**src/rtl/rrs_pkg.sv**
```systemverilog
// Shared types and constants for the round-robin scheduler.
// No dependencies; imported by every rtl module.
`timescale 1ns / 1ps

package rrs_pkg;

  localparam int MAX_PROCS = 16;
  localparam int PID_W     = $clog2(MAX_PROCS);
  localparam int CNT_W     = $clog2(MAX_PROCS + 1);
  localparam int ID_W      = 4;

  localparam logic [2:0] EV_RUN     = 3'd0;
  localparam logic [2:0] EV_DONE    = 3'd1;
  localparam logic [2:0] EV_EXPIRED = 3'd2;
  localparam logic [2:0] EV_IDLE    = 3'd3;
  localparam logic [2:0] EV_REJECT  = 3'd4;

  localparam logic REQ_ARRIVAL = 1'b0;
  localparam logic REQ_TICK    = 1'b1;

  typedef struct packed {
    logic            req_type;
    logic [ID_W-1:0] proc_id;
    logic [15:0]     service_time;
    logic [15:0]     deadline;
  } in_req_t;

  typedef struct packed {
    logic [2:0]      event_res;
    logic [ID_W-1:0] run_id;
    logic [31:0]     turnaround;
    logic [31:0]     wait_time;
    logic            deadline_met;
  } out_res_t;

  // process table word
  typedef struct packed {
    logic [31:0] stamp;
    logic [15:0] service;
    logic [15:0] remaining;
    logic [15:0] deadline;
  } pent_t;

  typedef struct packed {
    logic             we;
    logic [PID_W-1:0] waddr;
    pent_t            wdata;
    logic             re;
    logic [PID_W-1:0] raddr;
  } ptab_ctl_t;

  typedef struct packed {
    logic             push;
    logic [PID_W-1:0] push_id;
    logic             pop;
  } qctl_t;

  typedef struct packed {
    logic [CNT_W-1:0] count;
    logic [PID_W-1:0] rd_id;
  } qstat_t;

endpackage

```
**src/rtl/round_robin_scheduler.sv**
```systemverilog
// Round-robin time-slice scheduler, top level.
// Depends on rrs_pkg, rrs_ptab, rrs_rdyq.
`timescale 1ns / 1ps
//
//  channel | ports                        | moves
//  --------+------------------------------+-------------------------------
//  in      | in_valid, in_ready, in_data  | arrival or tick request
//  out     | out_valid, out_ready, out_data | one result per tick/reject
//  cfg     | cfg_we, cfg_wdata            | quantum register write
//
// An accepted arrival stays in IDLE; a rejected one goes to OUT. A tick
// passes TRD and OUT when the CPU keeps its process, QRD, TRD and OUT
// when it dispatches (queue RAM read, then table RAM read), and OUT alone
// when idle. An accepted arrival writes its table entry directly; a tick
// that runs a process ends in a read-modify-write of its entry.
// Synchronous active-low reset clears control state; RAM contents are
// left as they are. A stalled out channel holds the result register and
// the next result waits in the OUT state; in_ready is low until then.

module round_robin_scheduler (
  input  logic              clk,
  input  logic              rst_n,
  input  logic              in_valid,
  output logic              in_ready,
  input  rrs_pkg::in_req_t  in_data,
  output logic              out_valid,
  input  logic              out_ready,
  output rrs_pkg::out_res_t out_data,
  input  logic              cfg_we,
  input  logic [7:0]        cfg_wdata
);
  import rrs_pkg::*;

  typedef enum logic [3:0] {
    S_IDLE = 4'b0001,   // take a request
    S_QRD  = 4'b0010,   // queue head read in flight
    S_TRD  = 4'b0100,   // table entry read in flight
    S_OUT  = 4'b1000    // hand result to output register
  } state_t;

  state_t           state_r, state_nxt;
  logic [7:0]       quantum_r;
  logic [31:0]      time_r, time_nxt;
  logic [MAX_PROCS-1:0] mask_r, mask_nxt;
  logic             run_valid_r, run_valid_nxt;
  logic [PID_W-1:0] running_id_r, running_id_nxt;
  logic [7:0]       slice_r, slice_nxt;
  logic             pend_valid_r, pend_valid_nxt;
  logic [PID_W-1:0] pend_id_r, pend_id_nxt;
  out_res_t         res_r, res_nxt;
  logic [15:0]      svc_r, svc_nxt;
  logic [15:0]      dl_r, dl_nxt;
  logic             out_valid_r;
  out_res_t         out_data_r;
  out_res_t         res_fin;

  ptab_ctl_t        tctl;
  pent_t            trd;
  qctl_t            qctl;
  qstat_t           qstat;

  logic             accept, reject;
  logic [PID_W-1:0] pid_idx;
  logic [7:0]       slice_dec;
  logic [31:0]      ta;
  logic             slot_free;

  rrs_ptab u_ptab (
    .clk   (clk),
    .ctl   (tctl),
    .rdata (trd)
  );

  rrs_rdyq u_rdyq (
    .clk   (clk),
    .rst_n (rst_n),
    .ctl   (qctl),
    .stat  (qstat)
  );

  assign in_ready  = (state_r == S_IDLE);
  assign accept    = in_valid && in_ready;
  assign pid_idx   = PID_W'(in_data.proc_id);
  // ids past the table, or already active, are turned away
  assign reject    = (32'(in_data.proc_id) >= MAX_PROCS) || mask_r[pid_idx];
  assign slice_dec = (slice_r != 8'd0) ? slice_r - 8'd1 : 8'd0;
  assign ta        = time_r - trd.stamp;
  assign slot_free = !out_valid_r || out_ready;

  always_comb begin
    state_nxt      = state_r;
    time_nxt       = time_r;
    mask_nxt       = mask_r;
    run_valid_nxt  = run_valid_r;
    running_id_nxt = running_id_r;
    slice_nxt      = slice_r;
    pend_valid_nxt = pend_valid_r;
    pend_id_nxt    = pend_id_r;
    res_nxt        = res_r;
    svc_nxt        = svc_r;
    dl_nxt         = dl_r;
    tctl           = '0;
    qctl           = '0;

    case (state_r)
      S_IDLE: begin
        if (accept) begin
          res_nxt = '0;
          if (in_data.req_type == REQ_ARRIVAL) begin
            if (reject) begin
              res_nxt.event_res = EV_REJECT;
              res_nxt.run_id    = in_data.proc_id;
              state_nxt         = S_OUT;
            end else begin
              // register and enqueue in the same cycle; no result
              mask_nxt[pid_idx]       = 1'b1;
              tctl.we                 = 1'b1;
              tctl.waddr              = pid_idx;
              tctl.wdata.stamp        = time_r;
              tctl.wdata.service      = in_data.service_time;
              tctl.wdata.remaining    = in_data.service_time;
              tctl.wdata.deadline     = in_data.deadline;
              qctl.push               = 1'b1;
              qctl.push_id            = pid_idx;
            end
          end else begin
            time_nxt       = time_r + 32'd1;
            // requeue last tick's preempted process ahead of dispatch
            qctl.push      = pend_valid_r;
            qctl.push_id   = pend_id_r;
            pend_valid_nxt = 1'b0;
            if (!run_valid_r && (pend_valid_r || (qstat.count != '0))) begin
              qctl.pop      = 1'b1;
              run_valid_nxt = 1'b1;
              slice_nxt     = (quantum_r == 8'd0) ? 8'd1 : quantum_r;
              state_nxt     = S_QRD;
            end else if (run_valid_r) begin
              tctl.re    = 1'b1;
              tctl.raddr = running_id_r;
              state_nxt  = S_TRD;
            end else begin
              res_nxt.event_res = EV_IDLE;
              state_nxt         = S_OUT;
            end
          end
        end
      end

      S_QRD: begin
        running_id_nxt = qstat.rd_id;
        tctl.re        = 1'b1;
        tctl.raddr     = qstat.rd_id;
        state_nxt      = S_TRD;
      end

      S_TRD: begin
        slice_nxt      = slice_dec;
        res_nxt.run_id = ID_W'(running_id_r);
        tctl.we        = 1'b1;
        tctl.waddr     = running_id_r;
        tctl.wdata     = trd;
        if (trd.remaining <= 16'd1) begin
          tctl.wdata.remaining   = 16'd0;
          mask_nxt[running_id_r] = 1'b0;
          run_valid_nxt          = 1'b0;
          res_nxt.event_res      = EV_DONE;
          res_nxt.turnaround     = ta;
          svc_nxt                = trd.service;
          dl_nxt                 = trd.deadline;
        end else begin
          tctl.wdata.remaining = trd.remaining - 16'd1;
          if (slice_dec == 8'd0) begin
            run_valid_nxt     = 1'b0;
            pend_valid_nxt    = 1'b1;
            pend_id_nxt       = running_id_r;
            res_nxt.event_res = EV_EXPIRED;
          end else begin
            res_nxt.event_res = EV_RUN;
          end
        end
        state_nxt = S_OUT;
      end

      S_OUT: begin
        if (slot_free) begin
          state_nxt = S_IDLE;
        end
      end

      default: begin
        state_nxt = S_IDLE;
      end
    endcase
  end

  // finish statistics filled in on the way to the output register
  always_comb begin
    res_fin = res_r;
    if (res_r.event_res == EV_DONE) begin
      res_fin.wait_time    = res_r.turnaround - {16'd0, svc_r};
      res_fin.deadline_met = (res_r.turnaround <= {16'd0, dl_r});
    end
  end

  always_ff @(posedge clk) begin
    if (!rst_n) begin
      state_r      <= S_IDLE;
      quantum_r    <= 8'd2;
      time_r       <= '0;
      mask_r       <= '0;
      run_valid_r  <= 1'b0;
      slice_r      <= '0;
      pend_valid_r <= 1'b0;
      out_valid_r  <= 1'b0;
    end else begin
      state_r      <= state_nxt;
      time_r       <= time_nxt;
      mask_r       <= mask_nxt;
      run_valid_r  <= run_valid_nxt;
      slice_r      <= slice_nxt;
      pend_valid_r <= pend_valid_nxt;
      if (cfg_we) begin
        quantum_r <= cfg_wdata;
      end
      if (state_r == S_OUT && slot_free) begin
        out_valid_r <= 1'b1;
      end else if (out_ready) begin
        out_valid_r <= 1'b0;
      end
    end
  end

  // payload registers
  always_ff @(posedge clk) begin
    running_id_r <= running_id_nxt;
    pend_id_r    <= pend_id_nxt;
    res_r        <= res_nxt;
    svc_r        <= svc_nxt;
    dl_r         <= dl_nxt;
    if (state_r == S_OUT && slot_free) begin
      out_data_r <= res_fin;
    end
  end

  assign out_valid = out_valid_r;
  assign out_data  = out_data_r;

endmodule

```
**src/rtl/rrs_ptab.sv**
```systemverilog
// Process table: one synchronous RAM word per process id.
// Depends on rrs_pkg.
`timescale 1ns / 1ps

module rrs_ptab (
  input  logic              clk,
  input  rrs_pkg::ptab_ctl_t ctl,
  output rrs_pkg::pent_t    rdata
);
  import rrs_pkg::*;

  pent_t mem [MAX_PROCS];
  pent_t rdata_r;

  always_ff @(posedge clk) begin
    if (ctl.we) begin
      mem[ctl.waddr] <= ctl.wdata;
    end
    if (ctl.re) begin
      rdata_r <= mem[ctl.raddr];
    end
  end

  assign rdata = rdata_r;

endmodule

```
**src/rtl/rrs_rdyq.sv**
```systemverilog
// Ready queue: circular FIFO of process ids held in a synchronous RAM.
// Depends on rrs_pkg. Pop data appears in the cycle after pop.
`timescale 1ns / 1ps

module rrs_rdyq (
  input  logic           clk,
  input  logic           rst_n,
  input  rrs_pkg::qctl_t ctl,
  output rrs_pkg::qstat_t stat
);
  import rrs_pkg::*;

  logic [PID_W-1:0] mem [MAX_PROCS];
  logic [PID_W-1:0] head_r, head_nxt;
  logic [CNT_W-1:0] count_r, count_nxt;
  logic [PID_W-1:0] rd_r;
  logic [PID_W:0]   tail_sum;
  logic [PID_W-1:0] tail;
  logic             full, push_ok, fwd;

  assign full     = (count_r == CNT_W'(MAX_PROCS));
  assign push_ok  = ctl.push && !full;
  assign tail_sum = {1'b0, head_r} + (PID_W+1)'(count_r);
  assign tail     = (tail_sum >= (PID_W+1)'(MAX_PROCS)) ?
                    PID_W'(tail_sum - (PID_W+1)'(MAX_PROCS)) : tail_sum[PID_W-1:0];
  // push into an empty queue and pop in the same cycle: same address
  assign fwd      = ctl.pop && push_ok && (count_r == '0);

  always_comb begin
    head_nxt  = head_r;
    count_nxt = count_r + CNT_W'(push_ok) - CNT_W'(ctl.pop);
    if (ctl.pop) begin
      head_nxt = (head_r == PID_W'(MAX_PROCS - 1)) ? '0 : head_r + PID_W'(1);
    end
  end

  always_ff @(posedge clk) begin
    if (!rst_n) begin
      head_r  <= '0;
      count_r <= '0;
    end else begin
      head_r  <= head_nxt;
      count_r <= count_nxt;
    end
  end

  always_ff @(posedge clk) begin
    if (push_ok) begin
      mem[tail] <= ctl.push_id;
    end
    if (ctl.pop) begin
      rd_r <= fwd ? ctl.push_id : mem[head_r];
    end
  end

  assign stat.count = count_r;
  assign stat.rd_id = rd_r;

endmodule

```
**config.mk**
```make
export PLATFORM = sky130hd
export DESIGN_NAME = round_robin_scheduler
export DESIGN_NICKNAME = d
export VERILOG_FILES = /design/src/rtl/rrs_pkg.sv /design/src/rtl/round_robin_scheduler.sv /design/src/rtl/rrs_ptab.sv /design/src/rtl/rrs_rdyq.sv
export SDC_FILE = /design/constraint.sdc
export NUM_CORES = 2
export LEC_CHECK = 0
export BUFFER_PORTS_ARGS = -buffer_cell sky130_fd_sc_hd__buf_2
export CAP_MARGIN = 20
export CORE_MARGIN = 3
export CORE_UTILIZATION = 62
export CTS_CLUSTER_SIZE = 16
export DETAILED_ROUTE_END_ITERATION = 8
export GPL_TIMING_DRIVEN = 1
export PLACE_DENSITY = 0.76
export SLEW_MARGIN = 10
export SYNTH_ARGS = -nofsm -noshare
export SYNTH_HDL_FRONTEND = slang
export SYNTH_SLANG_ARGS = --single-unit
```
**constraint.sdc**
```tcl
create_clock -name clk -period 13.45 [get_ports clk]
set_clock_uncertainty 0.15 [all_clocks]
set_input_delay 2.69 -clock clk [delete_from_list [all_inputs] [get_ports clk]]
set_output_delay 2.69 -clock clk [all_outputs]
set_load 0.02 [all_outputs]
```
==> qor.txt <==
Outcome: completed
Ys async rst share: 0
Initial DRC Count: 4643
WL/cell: 29.61 um
Crit path kind: in2reg
Number of synthesized flops with an enable pin: 1579
Starting density of the core: 0.6283
Worst-path clk slew: 0.06 ns
Power per cell area: 160.2 nW/um2
Fin. max-slew vios: 0
Yosys warns: 0
Commonest cells post-synth: edfxtp_1 (1579), mux4_2 (342), nand2_1 (178)
DP Wirelength: 87480 um
CP max-delay cell: nor2_4
Count leader, synth: edfxtp_1
Fmax: 141.1 MHz
IO Port Bufs: 123
Seq/Total Area, Yosys: 0.7370
CTS resizes: 0
VDD IR-drop max: 0.1457 mV
Clock network fraction of total power: 0.357
Yosys cell types: 81
Sw Share: 0.2444
Num CTS Buffers: 159
Critical Path Start Type: input pin
Die ar.: 111200 um2
Synth Flop Type: edfxtp_1
Post-Syn Area per Cell: 18.70 um2
Hold Path Class: reg2reg
DIE WIDTH: 333.5 um
Comb pwr share: 0.123
Count of hold-fix buffers inserted at cts: 0
Reg2reg setup slack: 8.33 ns
Core Region: 105900 um2
P_sw: 2.910 mW
Hold Path Sink: dl_r[4]
Max-Cap Viols: 0
Hold Path Stages: 0
Worst reg2reg path startpoint: mask_r[1]
Crit Reg-Reg Endpoint: u_ptab.mem[14][79]
Cell-internal power: 8.995 mW
Avg Vias per Cell: 6.725
Cell Rows: 119
Layout cells sized above 1: 0.2152
Worst skew pair latency: 0.76 ns
Crit share post-route: 0.5269
Clock Tree Buf Depth: 3
Setup Fix Bufs, Post-CTS: 0
Vias in the first global route: 35840
Leak: 25.53 nW
Fillers: 6293
Final Critical Period: 7.087 ns
Post-Synthesis Cells: 3556
Die H: 333.5 um
Crit-path cells: buf_2 > mux4_1 > mux4_2 > or2_4 > nor2_4 > buf_4 > nand3b_1 > o21a_1 > nor2_4 > buf_4
Post-route ant nets: 0
Ports: 124
Hold_ws: 0.3036 ns
Slew margin rel.: 0.2348
CTS tree: built
Seq pwr share: 0.521
Hold path startpoint: u_ptab.rdata[4]
Number of synthesized register bits: 1659
Crit path arrival time: 7.30 ns
Largest area contributor in the netlist: edfxtp_1
Final net count: 3909
GRT Overall Usage: 0.2862
CP Max Fanout: 52
CTS root buf: clkbuf_16
Worst-case reg-to-reg path depth: 9
Detailed-route via count: 35640
H-Tree Depth: 4
Synth area leaders: edfxtp_1 (71%), mux4_2 (12%), dfxtp_1 (2.4%)
Crit path launch: in_data[32]
Setup TNS: 0 ns
Layout area overhead: 11.75%
First-pass GRT wire length: 234400 um
Initial antenna violation count: 9
Clock net sink count: 1659
Power Total: 11.91 mW
Post-route DRC: 0
Synthesized area: 66510 um2
Crit path largest cell delay: 0.87 ns
DR pass1 iterations: 5
Critical path data required time: 13.67 ns
RSZ-0062 raised after global routing: no
Worst slew pin tran: 1.148 ns
Largest net degree at the start of global routing: 141
Final setup fails: 0
Final WL: 156900 um
Share of the synthesized area in the top cell type: 0.7129
CP Capture Type: flip-flop
Grt total ovfl: 0
GPL Wtd Cong: 0.9202
Syn_nets: 3688
Hold Vio Cnt, Final: 0
[cells in the final DEF, fill, tap and decap left out, types with 21 or more instances in the layout]
cell and n:
ha_1 78, a22o_1 105, buf_4 94, nand2b_1 23
clkinv_1 31, o21ai_0 100, clkbuf_1 42, mux2i_1 21
nand2_1 178, nor2_1 143, buf_2 123, mux4_2 342
nor3_1 44, nand3_1 43, a21oi_1 75, clkinv_2 25
xnor2_1 35, edfxtp_1 1579, clkbuf_16 166, dfxtp_1 80
a221o_1 80, xor2_1 44, inv_1 96
[state kept, by name, summed over array words and instances (netlist names), 16 cells and up]
signal and cells:
u_ptab.rdata 80, u_rdyq.mem 64, out_data 72, dl_r 16, u_ptab.mem 1280, res_fin 39, time_r 32, mask_r 16
svc_r 16
[worst max-delay path by stage]
stage                                    end  slack [ns]
final                     u_ptab.mem[14][79]        6.36
after global placement      u_ptab.mem[2][2]        5.57
after global routing      u_ptab.mem[14][79]        6.22
after CTS                  u_ptab.mem[2][14]        6.35
after detailed placement   u_ptab.mem[2][56]        5.53
after floorplan             u_ptab.mem[0][0]        2.23
[cells by family after synthesis]
family | synth area share
AND/OR/NAND/NOR | 0.04178
buffers and inverters | 0.01631
XOR/XNOR | 0.01040
flip-flops | 0.7370
adder cells (fa/ha/maj) | 0.01588
multiplexers | 0.1208
AO/OA/AOI/OAI | 0.05779
[cell type report]
| class | instances | area (um2) | area share |
|---|---|---|---|
| Antenna cell | 5 | 12.51 | 0.0001683 |
| Clock buffer | 210 | 4339 | 0.05838 |
| Clock inverter | 77 | 610.6 | 0.008215 |
| Inverter | 98 | 367.9 | 0.004949 |
| Multi-Input combinational cell | 1632 | 16670 | 0.2243 |
| Sequential cell | 1659 | 49020 | 0.6595 |
| Tap cell | 1391 | 1740 | 0.02342 |
| Timing Repair Buffer | 227 | 1567 | 0.02108 |
[power by group through the flow]
stage	combinational (mW)	clock [mW]	sequential, mW
floorplan	1.01	0	6.26
global placement	1.40	0	6.29
detailed placement	1.43	0	6.30
CTS	1.45	4.30	6.20
global route	1.59	4.50	6.21
finish	1.46	4.25	6.20
[per-stage QoR]
stage / std cells / area [um2] / worst slack [ns] / utilization
global placement: 4991 / 69100 / 5.568 / 0.6528
global route: 5294 / 74310 / 6.216 / 0.7020
detailed placement: 4991 / 69100 / 5.529 / 0.6528
CTS: 5278 / 74050 / 6.346 / 0.6995
finish: 5299 / 74330 / 6.363 / 0.7021
floorplan: 3556 / 66510 / 2.235 / -
[routing by layer]
| layer | GRT usage | vias to the layer above | share of wire |
|---|---|---|---|
| li1 | - | 14980 | - |
| met1 | 0.4037 | 18270 | 0.39 |
| met2 | 0.4544 | 2081 | 0.48 |
| met3 | 0.06031 | 293 | 0.098 |
| met4 | 0.09797 | 8 | 0.032 |
| met5 | 0 | - | 0.00034 |
[critical path, delay by kind of cell]
kind            cells  cell delay [ns]
buf+inv             3             1.57
simple gates        4             1.50
mux                 2             1.12
compound gates      1             0.33
Power figures use the tool's default switching activity.
